File: config.mk
export PLATFORM = sky130hd
export DESIGN_NAME = framed_line_crc_checker_unit_flat
export DESIGN_NICKNAME = d
export VERILOG_FILES = /design/src/hw/rtl/flcc_pkg.sv /design/src/hw/rtl/flcc_if.sv /design/src/hw/rtl/flcc_in_stage.sv /design/src/hw/rtl/flcc_line_engine.sv /design/src/hw/rtl/flcc_out_stage.sv /design/src/hw/rtl/framed_line_crc_checker_unit.sv /design/src/flat_wrapper.sv
export SDC_FILE = /design/constraint.sdc
export NUM_CORES = 1
export LEC_CHECK = 0
export ABC_AREA = 1
export BUFFER_PORTS_ARGS = -buffer_cell sky130_fd_sc_hd__clkbuf_2
export CAP_MARGIN = 10
export CORE_MARGIN = 1
export CORE_UTILIZATION = 35
export DETAILED_ROUTE_END_ITERATION = 8
export GPL_ROUTABILITY_DRIVEN = 1
export PLACE_DENSITY_LB_ADDON = 0.1
export SYNTH_ARGS = -nofsm -noshare
export SYNTH_HDL_FRONTEND = slang
export SYNTH_SLANG_ARGS = --single-unit
export TNS_END_PERCENT = 50
File: constraint.sdc
create_clock -name clk_i -period 3.7 [get_ports clk_i]
set_input_delay 0.37 -clock clk_i [delete_from_list [all_inputs] [get_ports clk_i]]
set_output_delay 0.37 -clock clk_i [all_outputs]
set_load 0.005 [all_outputs]
File: src/hw/rtl/flcc_pkg.sv
// Shared types, constants and CRC helpers of the framed line CRC checker.
package flcc_pkg;

  // Character codes
  localparam logic [7:0] NEWLINE = 8'h0a;
  localparam logic [7:0] SPACE   = 8'h20;
  localparam logic [7:0] CHAR_0  = 8'h30;
  localparam logic [7:0] CHAR_9  = 8'h39;
  localparam logic [7:0] CHAR_LA = 8'h61;
  localparam logic [7:0] CHAR_LF = 8'h66;
  localparam logic [7:0] CHAR_UA = 8'h41;
  localparam logic [7:0] CHAR_UF = 8'h46;

  // CRC-16 constants
  localparam logic [15:0] CRC_POLY   = 16'h1021;
  localparam logic [15:0] CRC_INIT   = 16'hffff;
  localparam logic [15:0] CRC_XOROUT = 16'hffff;

  // Line prefixes and their lengths
  localparam logic [4:0] WRAP_LEN   = 5'd5;
  localparam logic [4:0] SCAN_LEN   = 5'd12;
  localparam logic [4:0] WROTE_LEN  = 5'd15;
  localparam logic [4:0] UNABLE_LEN = 5'd15;
  localparam logic [4:0] POS_MAX    = 5'd31;
  localparam logic [4:0] WRAP_HIT_POS = 5'd4;

  localparam logic [7:0] PFX_WRAP [5] = '{"W", "R", "A", "P", " "};
  localparam logic [7:0] PFX_SCAN [12] =
    '{"S", "C", "A", "N", "_", "R", "E", "S", "U", "L", "T", " "};
  localparam logic [7:0] PFX_WROTE [15] =
    '{"W", "r", "o", "t", "e", " ", "s", "t", "u", "f", "f", " ", "i", "n", " "};
  localparam logic [7:0] PFX_UNABLE [15] =
    '{"U", "n", "a", "b", "l", "e", " ", "t", "o", " ", "m", "a", "k", "e", " "};

  // Prefix flag bit positions
  localparam int unsigned FLAG_WRAP   = 0;
  localparam int unsigned FLAG_SCAN   = 1;
  localparam int unsigned FLAG_WROTE  = 2;
  localparam int unsigned FLAG_UNABLE = 3;
  localparam logic [3:0]  FLAGS_ALL   = 4'hf;

  typedef enum logic [2:0] {
    PH_IDLE,
    PH_BEFORE_HEX,
    PH_IN_HEX,
    PH_BEFORE_DEC,
    PH_IN_DEC,
    PH_DONE,
    PH_FAILED
  } wrap_phase_e;

  typedef enum logic [2:0] {
    CLS_WRAP_OK        = 3'd0,
    CLS_WRAP_MALFORMED = 3'd1,
    CLS_SCAN_LINE      = 3'd2,
    CLS_INFO           = 3'd3,
    CLS_OTHER          = 3'd4
  } line_class_e;

  typedef enum logic [1:0] {
    VER_OK          = 2'd0,
    VER_NO_WRAP     = 2'd1,
    VER_BAD_CRC     = 2'd2,
    VER_NOT_CHECKED = 2'd3
  } verdict_e;

  typedef struct packed {
    line_class_e line_class;
    verdict_e    verdict;
    logic [15:0] expected_crc;
    logic [15:0] computed_crc;
    logic [15:0] lines_counted;
    logic [15:0] errors_counted;
  } result_t;

  // One byte of CRC-16, MSB first
  function automatic logic [15:0] crc_update(input logic [15:0] crc, input logic [7:0] b);
    logic [15:0] r;
    r = crc ^ {b, 8'h00};
    for (int k = 0; k < 8; k++) begin
      if (r[15]) begin
        r = {r[14:0], 1'b0} ^ CRC_POLY;
      end else begin
        r = {r[14:0], 1'b0};
      end
    end
    return r;
  endfunction

  // Hex digit decode: bit 4 is valid, bits 3:0 the value
  function automatic logic [4:0] hex_val(input logic [7:0] b);
    logic [4:0] v;
    v = 5'd0;
    if (b >= CHAR_0 && b <= CHAR_9) begin
      v = {1'b1, 4'(b - CHAR_0)};
    end else if (b >= CHAR_LA && b <= CHAR_LF) begin
      v = {1'b1, 4'(b - CHAR_LA + 8'd10)};
    end else if (b >= CHAR_UA && b <= CHAR_UF) begin
      v = {1'b1, 4'(b - CHAR_UA + 8'd10)};
    end
    return v;
  endfunction

endpackage

File: src/hw/rtl/flcc_if.sv
// Valid/ready stream interfaces for received bytes and line results.
interface flcc_byte_if;
  logic       valid;
  logic       ready;
  logic [7:0] rx_byte;

  modport source (output valid, output rx_byte, input ready);
  modport sink (input valid, input rx_byte, output ready);
endinterface

interface flcc_result_if;
  import flcc_pkg::*;
  logic        valid;
  logic        ready;
  line_class_e line_class;
  verdict_e    verdict;
  logic [15:0] expected_crc;
  logic [15:0] computed_crc;
  logic [15:0] lines_counted;
  logic [15:0] errors_counted;

  modport source (output valid, output line_class, output verdict, output expected_crc,
                  output computed_crc, output lines_counted, output errors_counted,
                  input ready);
  modport sink (input valid, input line_class, input verdict, input expected_crc,
                input computed_crc, input lines_counted, input errors_counted,
                output ready);
endinterface

File: src/hw/rtl/flcc_in_stage.sv
// Input register holding one received byte beat.
module flcc_in_stage (
  input  logic       clk_i,
  input  logic       rst_ni,
  input  logic       valid_i,
  input  logic [7:0] byte_i,
  output logic       ready_o,
  input  logic       consume_i,
  output logic       valid_o,
  output logic [7:0] byte_o
);
  import flcc_pkg::*;

  logic       valid_q, valid_d;
  logic [7:0] byte_q;
  logic       load;

  // Take a new beat when empty or when the held one is consumed
  assign ready_o = !valid_q || consume_i;
  assign load    = valid_i && ready_o;

  always_comb begin
    valid_d = valid_q;
    if (load) begin
      valid_d = 1'b1;
    end else if (consume_i) begin
      valid_d = 1'b0;
    end
  end

  always_ff @(posedge clk_i or negedge rst_ni) begin
    if (!rst_ni) begin
      valid_q <= 1'b0;
    end else begin
      valid_q <= valid_d;
    end
  end

  always_ff @(posedge clk_i) begin
    if (load) begin
      byte_q <= byte_i;
    end
  end

  assign valid_o = valid_q;
  assign byte_o  = byte_q;
endmodule

File: src/hw/rtl/flcc_line_engine.sv
// Per-byte line parser: prefix match, WRAP field parse, chained CRC and counters.
module flcc_line_engine #(
  parameter int unsigned COUNT_WIDTH = 16
) (
  input  logic             clk_i,
  input  logic             rst_ni,
  input  logic             byte_valid_i,
  input  logic [7:0]       byte_i,
  input  logic             slot_free_i,
  output logic             consume_o,
  output logic             res_load_o,
  output flcc_pkg::result_t res_o
);
  import flcc_pkg::*;

  logic [4:0]             pos_q, pos_d;
  logic [3:0]             flags_q, flags_d, flags_m;
  wrap_phase_e            phase_q, phase_d, phase_p, phase_line;
  logic [15:0]            exp_q, exp_d, exp_p;
  logic                   pend_q, pend_d, pend_p;
  logic [15:0]            seed_q, seed_d, seed_p;
  logic [15:0]            tail_q, tail_d, tail_p, tail_crc;
  logic [15:0]            lcrc_q, lcrc_d, lcrc_p;
  logic [COUNT_WIDTH-1:0] lines_q, lines_d, lines_n;
  logic [COUNT_WIDTH-1:0] errs_q, errs_d, errs_n;
  logic                   is_nl, is_space, is_digit, wrap_hit;
  logic [4:0]             hexv;
  logic [15:0]            computed;
  line_class_e            cls;
  verdict_e               verdict;
  logic                   line_bump, err_bump, scan_line;

  // Byte decode
  assign is_nl    = byte_i == NEWLINE;
  assign is_space = byte_i == SPACE;
  assign is_digit = byte_i >= CHAR_0 && byte_i <= CHAR_9;
  assign hexv     = hex_val(byte_i);

  // Hold a newline until the result slot is free; other bytes always flow
  assign consume_o  = byte_valid_i && (!is_nl || slot_free_i);
  assign res_load_o = consume_o && is_nl;

  // Drop prefix flags on mismatch
  always_comb begin
    flags_m = flags_q;
    if (pos_q < WRAP_LEN && byte_i != PFX_WRAP[pos_q[2:0]]) begin
      flags_m[FLAG_WRAP] = 1'b0;
    end
    if (pos_q < SCAN_LEN && byte_i != PFX_SCAN[pos_q[3:0]]) begin
      flags_m[FLAG_SCAN] = 1'b0;
    end
    if (pos_q < WROTE_LEN && byte_i != PFX_WROTE[pos_q[3:0]]) begin
      flags_m[FLAG_WROTE] = 1'b0;
    end
    if (pos_q < UNABLE_LEN && byte_i != PFX_UNABLE[pos_q[3:0]]) begin
      flags_m[FLAG_UNABLE] = 1'b0;
    end
  end

  assign wrap_hit = pos_q == WRAP_HIT_POS && flags_m[FLAG_WRAP];

  // Next state of the WRAP field parser
  always_comb begin
    phase_p = phase_q;
    case (phase_q)
      PH_BEFORE_HEX: begin
        if (!is_space) begin
          phase_p = hexv[4] ? PH_IN_HEX : PH_FAILED;
        end
      end
      PH_IN_HEX: begin
        if (!hexv[4]) begin
          phase_p = is_space ? PH_BEFORE_DEC : PH_FAILED;
        end
      end
      PH_BEFORE_DEC: begin
        if (is_digit) begin
          phase_p = PH_IN_DEC;
        end else if (!is_space) begin
          phase_p = PH_FAILED;
        end
      end
      PH_IN_DEC: begin
        if (!is_digit) begin
          phase_p = PH_DONE;
        end
      end
      default: begin
        phase_p = phase_q;
      end
    endcase
    phase_line = wrap_hit ? PH_BEFORE_HEX : phase_p;
    phase_d    = phase_q;
    if (consume_o) begin
      phase_d = is_nl ? PH_IDLE : phase_line;
    end
  end

  // Field data of the WRAP parser
  assign tail_crc = crc_update(tail_q, byte_i);

  always_comb begin
    exp_p  = exp_q;
    pend_p = pend_q;
    seed_p = seed_q;
    tail_p = tail_q;
    case (phase_q)
      PH_BEFORE_HEX: begin
        if (!is_space && hexv[4]) begin
          exp_p = {exp_q[11:0], hexv[3:0]};
        end
      end
      PH_IN_HEX: begin
        if (hexv[4]) begin
          exp_p = {exp_q[11:0], hexv[3:0]};
        end else if (is_space) begin
          tail_p = CRC_INIT;
        end
      end
      PH_BEFORE_DEC: begin
        tail_p = tail_crc;
        if (is_digit && byte_i != CHAR_0) begin
          pend_p = 1'b1;
        end
      end
      PH_IN_DEC: begin
        tail_p = tail_crc;
        if (is_digit) begin
          if (byte_i != CHAR_0) begin
            pend_p = 1'b1;
          end
        end else begin
          seed_p = tail_crc ^ CRC_XOROUT;
        end
      end
      default: begin
        tail_p = tail_q;
      end
    endcase
    if (wrap_hit) begin
      exp_p  = 16'h0000;
      pend_p = 1'b0;
    end
  end

  // Line CRC, chained from the seed
  assign lcrc_p   = crc_update(lcrc_q, byte_i);
  assign computed = lcrc_p ^ CRC_XOROUT;

  // Classify the finished line
  always_comb begin
    cls       = CLS_OTHER;
    verdict   = VER_NOT_CHECKED;
    line_bump = 1'b0;
    err_bump  = 1'b0;
    scan_line = 1'b0;
    if (flags_m[FLAG_WRAP]) begin
      line_bump = 1'b1;
      if (phase_line == PH_DONE) begin
        cls = CLS_WRAP_OK;
      end else begin
        cls      = CLS_WRAP_MALFORMED;
        err_bump = 1'b1;
      end
    end else if (flags_m[FLAG_SCAN]) begin
      cls       = CLS_SCAN_LINE;
      line_bump = 1'b1;
      scan_line = 1'b1;
      if (!pend_p) begin
        verdict = VER_NO_WRAP;
      end else if (exp_p != computed) begin
        verdict = VER_BAD_CRC;
      end else begin
        verdict = VER_OK;
      end
      err_bump = verdict != VER_OK;
    end else if (flags_m[FLAG_WROTE] || flags_m[FLAG_UNABLE]) begin
      cls = CLS_INFO;
    end else begin
      cls       = CLS_OTHER;
      line_bump = 1'b1;
      err_bump  = 1'b1;
    end
  end

  // Saturating counters
  assign lines_n = (line_bump && lines_q != '1) ? lines_q + COUNT_WIDTH'(1) : lines_q;
  assign errs_n  = (err_bump && errs_q != '1) ? errs_q + COUNT_WIDTH'(1) : errs_q;

  always_comb begin
    res_o.line_class     = cls;
    res_o.verdict        = verdict;
    res_o.expected_crc   = exp_p;
    res_o.computed_crc   = computed;
    res_o.lines_counted  = 16'(lines_n);
    res_o.errors_counted = 16'(errs_n);
  end

  // Advance state on each consumed byte; restart the line at newline
  always_comb begin
    pos_d   = pos_q;
    flags_d = flags_q;
    exp_d   = exp_q;
    pend_d  = pend_q;
    seed_d  = seed_q;
    tail_d  = tail_q;
    lcrc_d  = lcrc_q;
    lines_d = lines_q;
    errs_d  = errs_q;
    if (consume_o) begin
      exp_d  = exp_p;
      seed_d = seed_p;
      if (is_nl) begin
        pos_d   = 5'd0;
        flags_d = FLAGS_ALL;
        pend_d  = pend_p && !scan_line;
        tail_d  = CRC_INIT;
        lcrc_d  = seed_p ^ CRC_XOROUT;
        lines_d = lines_n;
        errs_d  = errs_n;
      end else begin
        pos_d   = (pos_q < POS_MAX) ? pos_q + 5'd1 : pos_q;
        flags_d = flags_m;
        pend_d  = pend_p;
        tail_d  = tail_p;
        lcrc_d  = lcrc_p;
      end
    end
  end

  always_ff @(posedge clk_i or negedge rst_ni) begin
    if (!rst_ni) begin
      pos_q   <= 5'd0;
      flags_q <= FLAGS_ALL;
      phase_q <= PH_IDLE;
      exp_q   <= 16'h0000;
      pend_q  <= 1'b0;
      seed_q  <= 16'h0000;
      tail_q  <= CRC_INIT;
      lcrc_q  <= CRC_XOROUT;
      lines_q <= '0;
      errs_q  <= '0;
    end else begin
      pos_q   <= pos_d;
      flags_q <= flags_d;
      phase_q <= phase_d;
      exp_q   <= exp_d;
      pend_q  <= pend_d;
      seed_q  <= seed_d;
      tail_q  <= tail_d;
      lcrc_q  <= lcrc_d;
      lines_q <= lines_d;
      errs_q  <= errs_d;
    end
  end
endmodule

File: src/hw/rtl/flcc_out_stage.sv
// Result register that holds one line result until the receiver takes it.
module flcc_out_stage (
  input  logic              clk_i,
  input  logic              rst_ni,
  input  logic              load_i,
  input  flcc_pkg::result_t res_i,
  output logic              slot_free_o,
  output logic              valid_o,
  input  logic              ready_i,
  output flcc_pkg::result_t res_o
);
  import flcc_pkg::*;

  logic    valid_q, valid_d;
  result_t res_q;

  // Slot frees up when empty or when the held beat leaves this cycle
  assign slot_free_o = !valid_q || ready_i;

  always_comb begin
    valid_d = valid_q;
    if (load_i) begin
      valid_d = 1'b1;
    end else if (ready_i) begin
      valid_d = 1'b0;
    end
  end

  always_ff @(posedge clk_i or negedge rst_ni) begin
    if (!rst_ni) begin
      valid_q <= 1'b0;
    end else begin
      valid_q <= valid_d;
    end
  end

  always_ff @(posedge clk_i) begin
    if (load_i) begin
      res_q <= res_i;
    end
  end

  assign valid_o = valid_q;
  assign res_o   = res_q;
endmodule

File: src/hw/rtl/framed_line_crc_checker_unit.sv
// Top level of the framed line CRC checker.
//
// Usage: received text bytes enter on rx_i, one byte per beat. Each newline
// byte produces one result beat on res_o with the line class, the verdict of
// a scan line, the stored and computed CRC, and the saturating line
// and error counters (low 16 bits). Other bytes produce no result.
// Path: a byte is registered in the input register when accepted, and the
// engine processes it from there; a newline loads the result register as it
// is consumed, and the result shows on res_o from that register.
// Throughput: one byte per cycle while no newline waits on the result slot;
// the CRC step, the prefix compare and the WRAP field parse are one registered pass per byte.
// Stall: while a result waits on res_o, bytes that are not a newline keep
// flowing; a newline waits in the input register until the result slot
// frees, and rx_i.ready drops while it waits.
// Reset: clears the parser, the chain seed (zero), the stored CRC, the
// pending wrapper and both counters; the first line is chained from seed 0.
module framed_line_crc_checker_unit #(
  parameter int unsigned COUNT_WIDTH = 16
) (
  input  logic                 clk_i,
  input  logic                 rst_ni,
  flcc_byte_if.sink            rx_i,
  flcc_result_if.source        res_o
);
  import flcc_pkg::*;

  logic       byte_valid;
  logic [7:0] byte_q;
  logic       consume;
  logic       res_load;
  logic       slot_free;
  result_t    res_next;
  result_t    res_q;

  flcc_in_stage u_in (
    .clk_i     (clk_i),
    .rst_ni    (rst_ni),
    .valid_i   (rx_i.valid),
    .byte_i    (rx_i.rx_byte),
    .ready_o   (rx_i.ready),
    .consume_i (consume),
    .valid_o   (byte_valid),
    .byte_o    (byte_q)
  );

  flcc_line_engine #(
    .COUNT_WIDTH (COUNT_WIDTH)
  ) u_engine (
    .clk_i        (clk_i),
    .rst_ni       (rst_ni),
    .byte_valid_i (byte_valid),
    .byte_i       (byte_q),
    .slot_free_i  (slot_free),
    .consume_o    (consume),
    .res_load_o   (res_load),
    .res_o        (res_next)
  );

  flcc_out_stage u_out (
    .clk_i       (clk_i),
    .rst_ni      (rst_ni),
    .load_i      (res_load),
    .res_i       (res_next),
    .slot_free_o (slot_free),
    .valid_o     (res_o.valid),
    .ready_i     (res_o.ready),
    .res_o       (res_q)
  );

  // Drive the result payload
  assign res_o.line_class     = res_q.line_class;
  assign res_o.verdict        = res_q.verdict;
  assign res_o.expected_crc   = res_q.expected_crc;
  assign res_o.computed_crc   = res_q.computed_crc;
  assign res_o.lines_counted  = res_q.lines_counted;
  assign res_o.errors_counted = res_q.errors_counted;
endmodule

File: src/flat_wrapper.sv
// flat-port wrapper written by rule: the top's interface ports become plain ports
module framed_line_crc_checker_unit_flat import flcc_pkg::*;
#(
  parameter int unsigned COUNT_WIDTH = 16
)
  (clk_i, rst_ni, rx_i_valid, rx_i_rx_byte, rx_i_ready, res_o_valid, res_o_line_class, res_o_verdict, res_o_expected_crc, res_o_computed_crc, res_o_lines_counted, res_o_errors_counted, res_o_ready);
  flcc_byte_if rx_i_i ();
  flcc_result_if res_o_i ();
  input  logic clk_i;
  input  logic rst_ni;
  input wire logic [$bits(rx_i_i.valid)-1:0] rx_i_valid;
  input wire logic [$bits(rx_i_i.rx_byte)-1:0] rx_i_rx_byte;
  output wire logic [$bits(rx_i_i.ready)-1:0] rx_i_ready;
  output wire logic [$bits(res_o_i.valid)-1:0] res_o_valid;
  output wire logic [$bits(res_o_i.line_class)-1:0] res_o_line_class;
  output wire logic [$bits(res_o_i.verdict)-1:0] res_o_verdict;
  output wire logic [$bits(res_o_i.expected_crc)-1:0] res_o_expected_crc;
  output wire logic [$bits(res_o_i.computed_crc)-1:0] res_o_computed_crc;
  output wire logic [$bits(res_o_i.lines_counted)-1:0] res_o_lines_counted;
  output wire logic [$bits(res_o_i.errors_counted)-1:0] res_o_errors_counted;
  input wire logic [$bits(res_o_i.ready)-1:0] res_o_ready;
  assign rx_i_i.valid = rx_i_valid;
  assign rx_i_i.rx_byte = rx_i_rx_byte;
  assign rx_i_ready = rx_i_i.ready;
  assign res_o_valid = res_o_i.valid;
  assign res_o_line_class = res_o_i.line_class;
  assign res_o_verdict = res_o_i.verdict;
  assign res_o_expected_crc = res_o_i.expected_crc;
  assign res_o_computed_crc = res_o_i.computed_crc;
  assign res_o_lines_counted = res_o_i.lines_counted;
  assign res_o_errors_counted = res_o_i.errors_counted;
  assign res_o_i.ready = res_o_ready;
  framed_line_crc_checker_unit #(.COUNT_WIDTH(COUNT_WIDTH)) u_core (.clk_i(clk_i), .rst_ni(rst_ni), .rx_i(rx_i_i), .res_o(res_o_i));
endmodule
==> metrics <==
crit path max fanout 18; ys flop type edfxtp_1; Pins Over Slew Limit 0; worst min path class in -> reg; vias in the first global route 8,026; top cell type's share of synthesized area 0.222; leading cell types by count after synthesis nand2_1 (351), inv_1 (110), nand3_1 (109), o21ai_0 (86), edfxtp_1 (77); core region area 29,000 sq um; Initial Utilization 0.359; WP data arrival 3510 ps; WL final 27,700 um; area of the multi-input gates 4620 sq um; Mean Syn Cell Area 8.47 sq um; post-route ant nets 0; worst-case reg-to-reg path depth 20; period utilization 0.895; status finished clean; Final Hold Fails 0; std cell rows 62; Layout Utilization 0.413; Worst Setup End Kind flop; mapped cell area 10,400 sq um; initial antenna violation count 0; area post-placement 11,400 sq um; root buf cell clkbuf_16; FF+latch area 5130 sq um; fraction of registers with async set/reset 0.590; fin crit period 3310 ps; nets@finish 1,346; CTS tree yes; Clock Tree Buf Depth 2; yosys warns 0; WL/cell 16.1 um; WHS Path Cells 1; die height 175 um; pwr/cell area 724 nW/um^2; Clock Skews 11.3 ps; n_diodes 0; detailed-route DRC error count 0; CP Launch Type flop; critical path cell sequence inv_1 -> ha_1 -> nand2_1 -> nand2_1 -> nand2_1 -> nor2_1 -> nand3_1 -> nand2_2 -> nand3_4 -> nand3_1 -> nand2_1 -> nor2_1 -> nand2_1 -> nor2_2 -> nand3_1 -> nand2_2 -> nand2_4 -> nand2_4 -> nand2_1 -> and2_1; number of buffers added on ports 82; CP peak stage delay 440 ps; Die W 175 um; IO Pins 83; Setup TNS 0 ps; initial drt markers 696; hpwl dp 19,500 um; Synth area leaders edfxtp_1 (22%), dfrtp_1 (18%), nand2_1 (13%), dfstp_2 (9.1%), nand3_1 (5.2%); max-cap violation count 0; Least-Margin Pin Slew 946 ps; clk sink count 188; GPL Wtd Cong 0.866; cell taking the most area after synthesis edfxtp_1; Pleak 5.54 nW; Post-Synthesis Net Count 1,254; Seq cells post-synth 188; sequential area share after synthesis 0.493; clock-pin slew on the worst setup and hold paths 80 ps; share of cells above drive strength 1 0.184; Layout area overhead 15.0%; vias per cell 4.82; first-pass GRT wire length 44,600 um; H-Tree Depth 4; Die ar. 30,500 sq um; design area 12,000 sq um; Max rail drop VDD 343 uV; cell with the most instances after synthesis nand2_1; Post-synth EDFFs 77; CP max-delay cell dfrtp_1; Max-slew headroom 0.370; CP Data Required Time 3900 ps; gr ovfl total 0; FMAX 0.302 GHz; Hold Slack 96.3 ps; drt first pass iters 6; Synth Instances 1,231; routed via count 8,292; final setup violation count 0; Synth cell types 50; Clock Latency Late Sink 450 ps; CTS buffer count 17; Top cell by count, worst path nand2_1; fill count 2,967; crit path kind reg -> reg; RSZ-0062 raised after global routing false; All-Layer GR Usage 0.188; Power, Total 8.67 mW; largest net degree at the start of global routing 72
-- state kept, by name (all words and copies together) (netlist names) --
register	cells
u_core.u_out.valid_o	1
u_core.u_out.res_o	69
u_core.u_engine.lcrc_q	16
u_core.u_in.valid_o	1
u_core.u_engine.errs_q	16
u_core.u_engine.exp_q	16
u_core.u_engine.phase_q	3
u_core.u_engine.flags_q	4
u_core.u_engine.tail_q	16
u_core.u_engine.seed_q	16
u_core.u_engine.pend_q	1
u_core.u_engine.lines_q	16
u_core.u_in.byte_o	8
u_core.u_engine.pos_q	5
-- layout by cell type, fill, tap and decap left out, drive strengths merged, types with 10 or more instances in the layout --
cell,count
a21oi,25
a31oi,10
buf,37
clkbuf,98
dfrtp,75
dfstp,36
edfxtp,77
ha,11
inv,126
mux2i,13
nand2,377
nand3,113
nand4,10
nor2,75
nor3,21
o21a,14
o21ai,89
xnor2,24
xor2,56
-- power by group --
part           internal [mW]  total [mW]  switching [mW]  leakage (nW)
clock network          0.955        1.84           0.887         0.288
logic                   1.35        3.80            2.45          3.22
registers               2.74        3.03           0.290          2.04
-- worst max-delay path: cells and delay by family, from the launching register on --
| family | cells | cell delay, ps |
|---|---|---|
| flip-flops | 1 | 440 |
| AND/OR/NAND/NOR | 18 | 2160 |
| buffers and inverters | 1 | 190 |
| adder cells (fa/ha/maj) | 1 | 280 |
-- metrics by stage --
| stage | std cells | setup slack (ps) |
|---|---|---|
| final | 1720 | 387 |
| after global routing | 1720 | 21.7 |
| after CTS | 1719 | 332 |
| after detailed placement | 1686 | 360 |
| after global placement | 1686 | 382 |
| after floorplan | 1231 | 421 |
-- layout make-up --
cell class,count,area share
clock buffer,17,0.0355
clock inverter,15,0.0125
inverter,119,0.0376
multi-input combinational,878,0.386
sequential,188,0.429
tap,384,0.0401
timing repair buffer,119,0.0599
-- final timing paths --
check / from / end / slack, ps
max in group asynchronous: rst_ni / u_core.u_engine.lcrc_q[3] / 2350
hold reg to reg: u_core.u_engine.seed_q[3] / u_core.u_engine.seed_q[3] / 480
hold / removal: rx_i_rx_byte[6] / u_core.u_in.byte_o[6] / 100
min in group asynchronous: rst_ni / u_core.u_engine.pos_q[2] / 520
setup reg to reg: u_core.u_engine.pos_q[1] / u_core.u_out.res_o[0] / 390
setup / recovery: u_core.u_engine.pos_q[1] / u_core.u_out.res_o[0] / 390
-- kinds of logic (layout without fill, tap and decap cells) --
kind of cell    Yosys count  after routing  synth area share
simple gates            620            621             0.261
flops                   188            188             0.493
buf+inv                 166            270            0.0676
compound gates          153            153            0.0813
xor+xnor                 80             80            0.0715
mux                      13             13            0.0125
fa+ha+maj                11             11            0.0132
-- timing repair --
action	4_1_cts	5_1_grt
setup buffers	0	0
endpoints found under the setup margin	0	3
resized for setup	0	2
hold endpoints to repair	27	0
hold buffers	1	0
-- routing by layer --
| layer | wire [um] | track usage |
|---|---|---|
| met1 | 14000 | 0.275 |
| met3 | 873 | 0.0298 |
| met5 | 0 | 0 |
| met2 | 12200 | 0.282 |
| met4 | 557 | 0.0609 |
(Power assumes the default switching activity.)
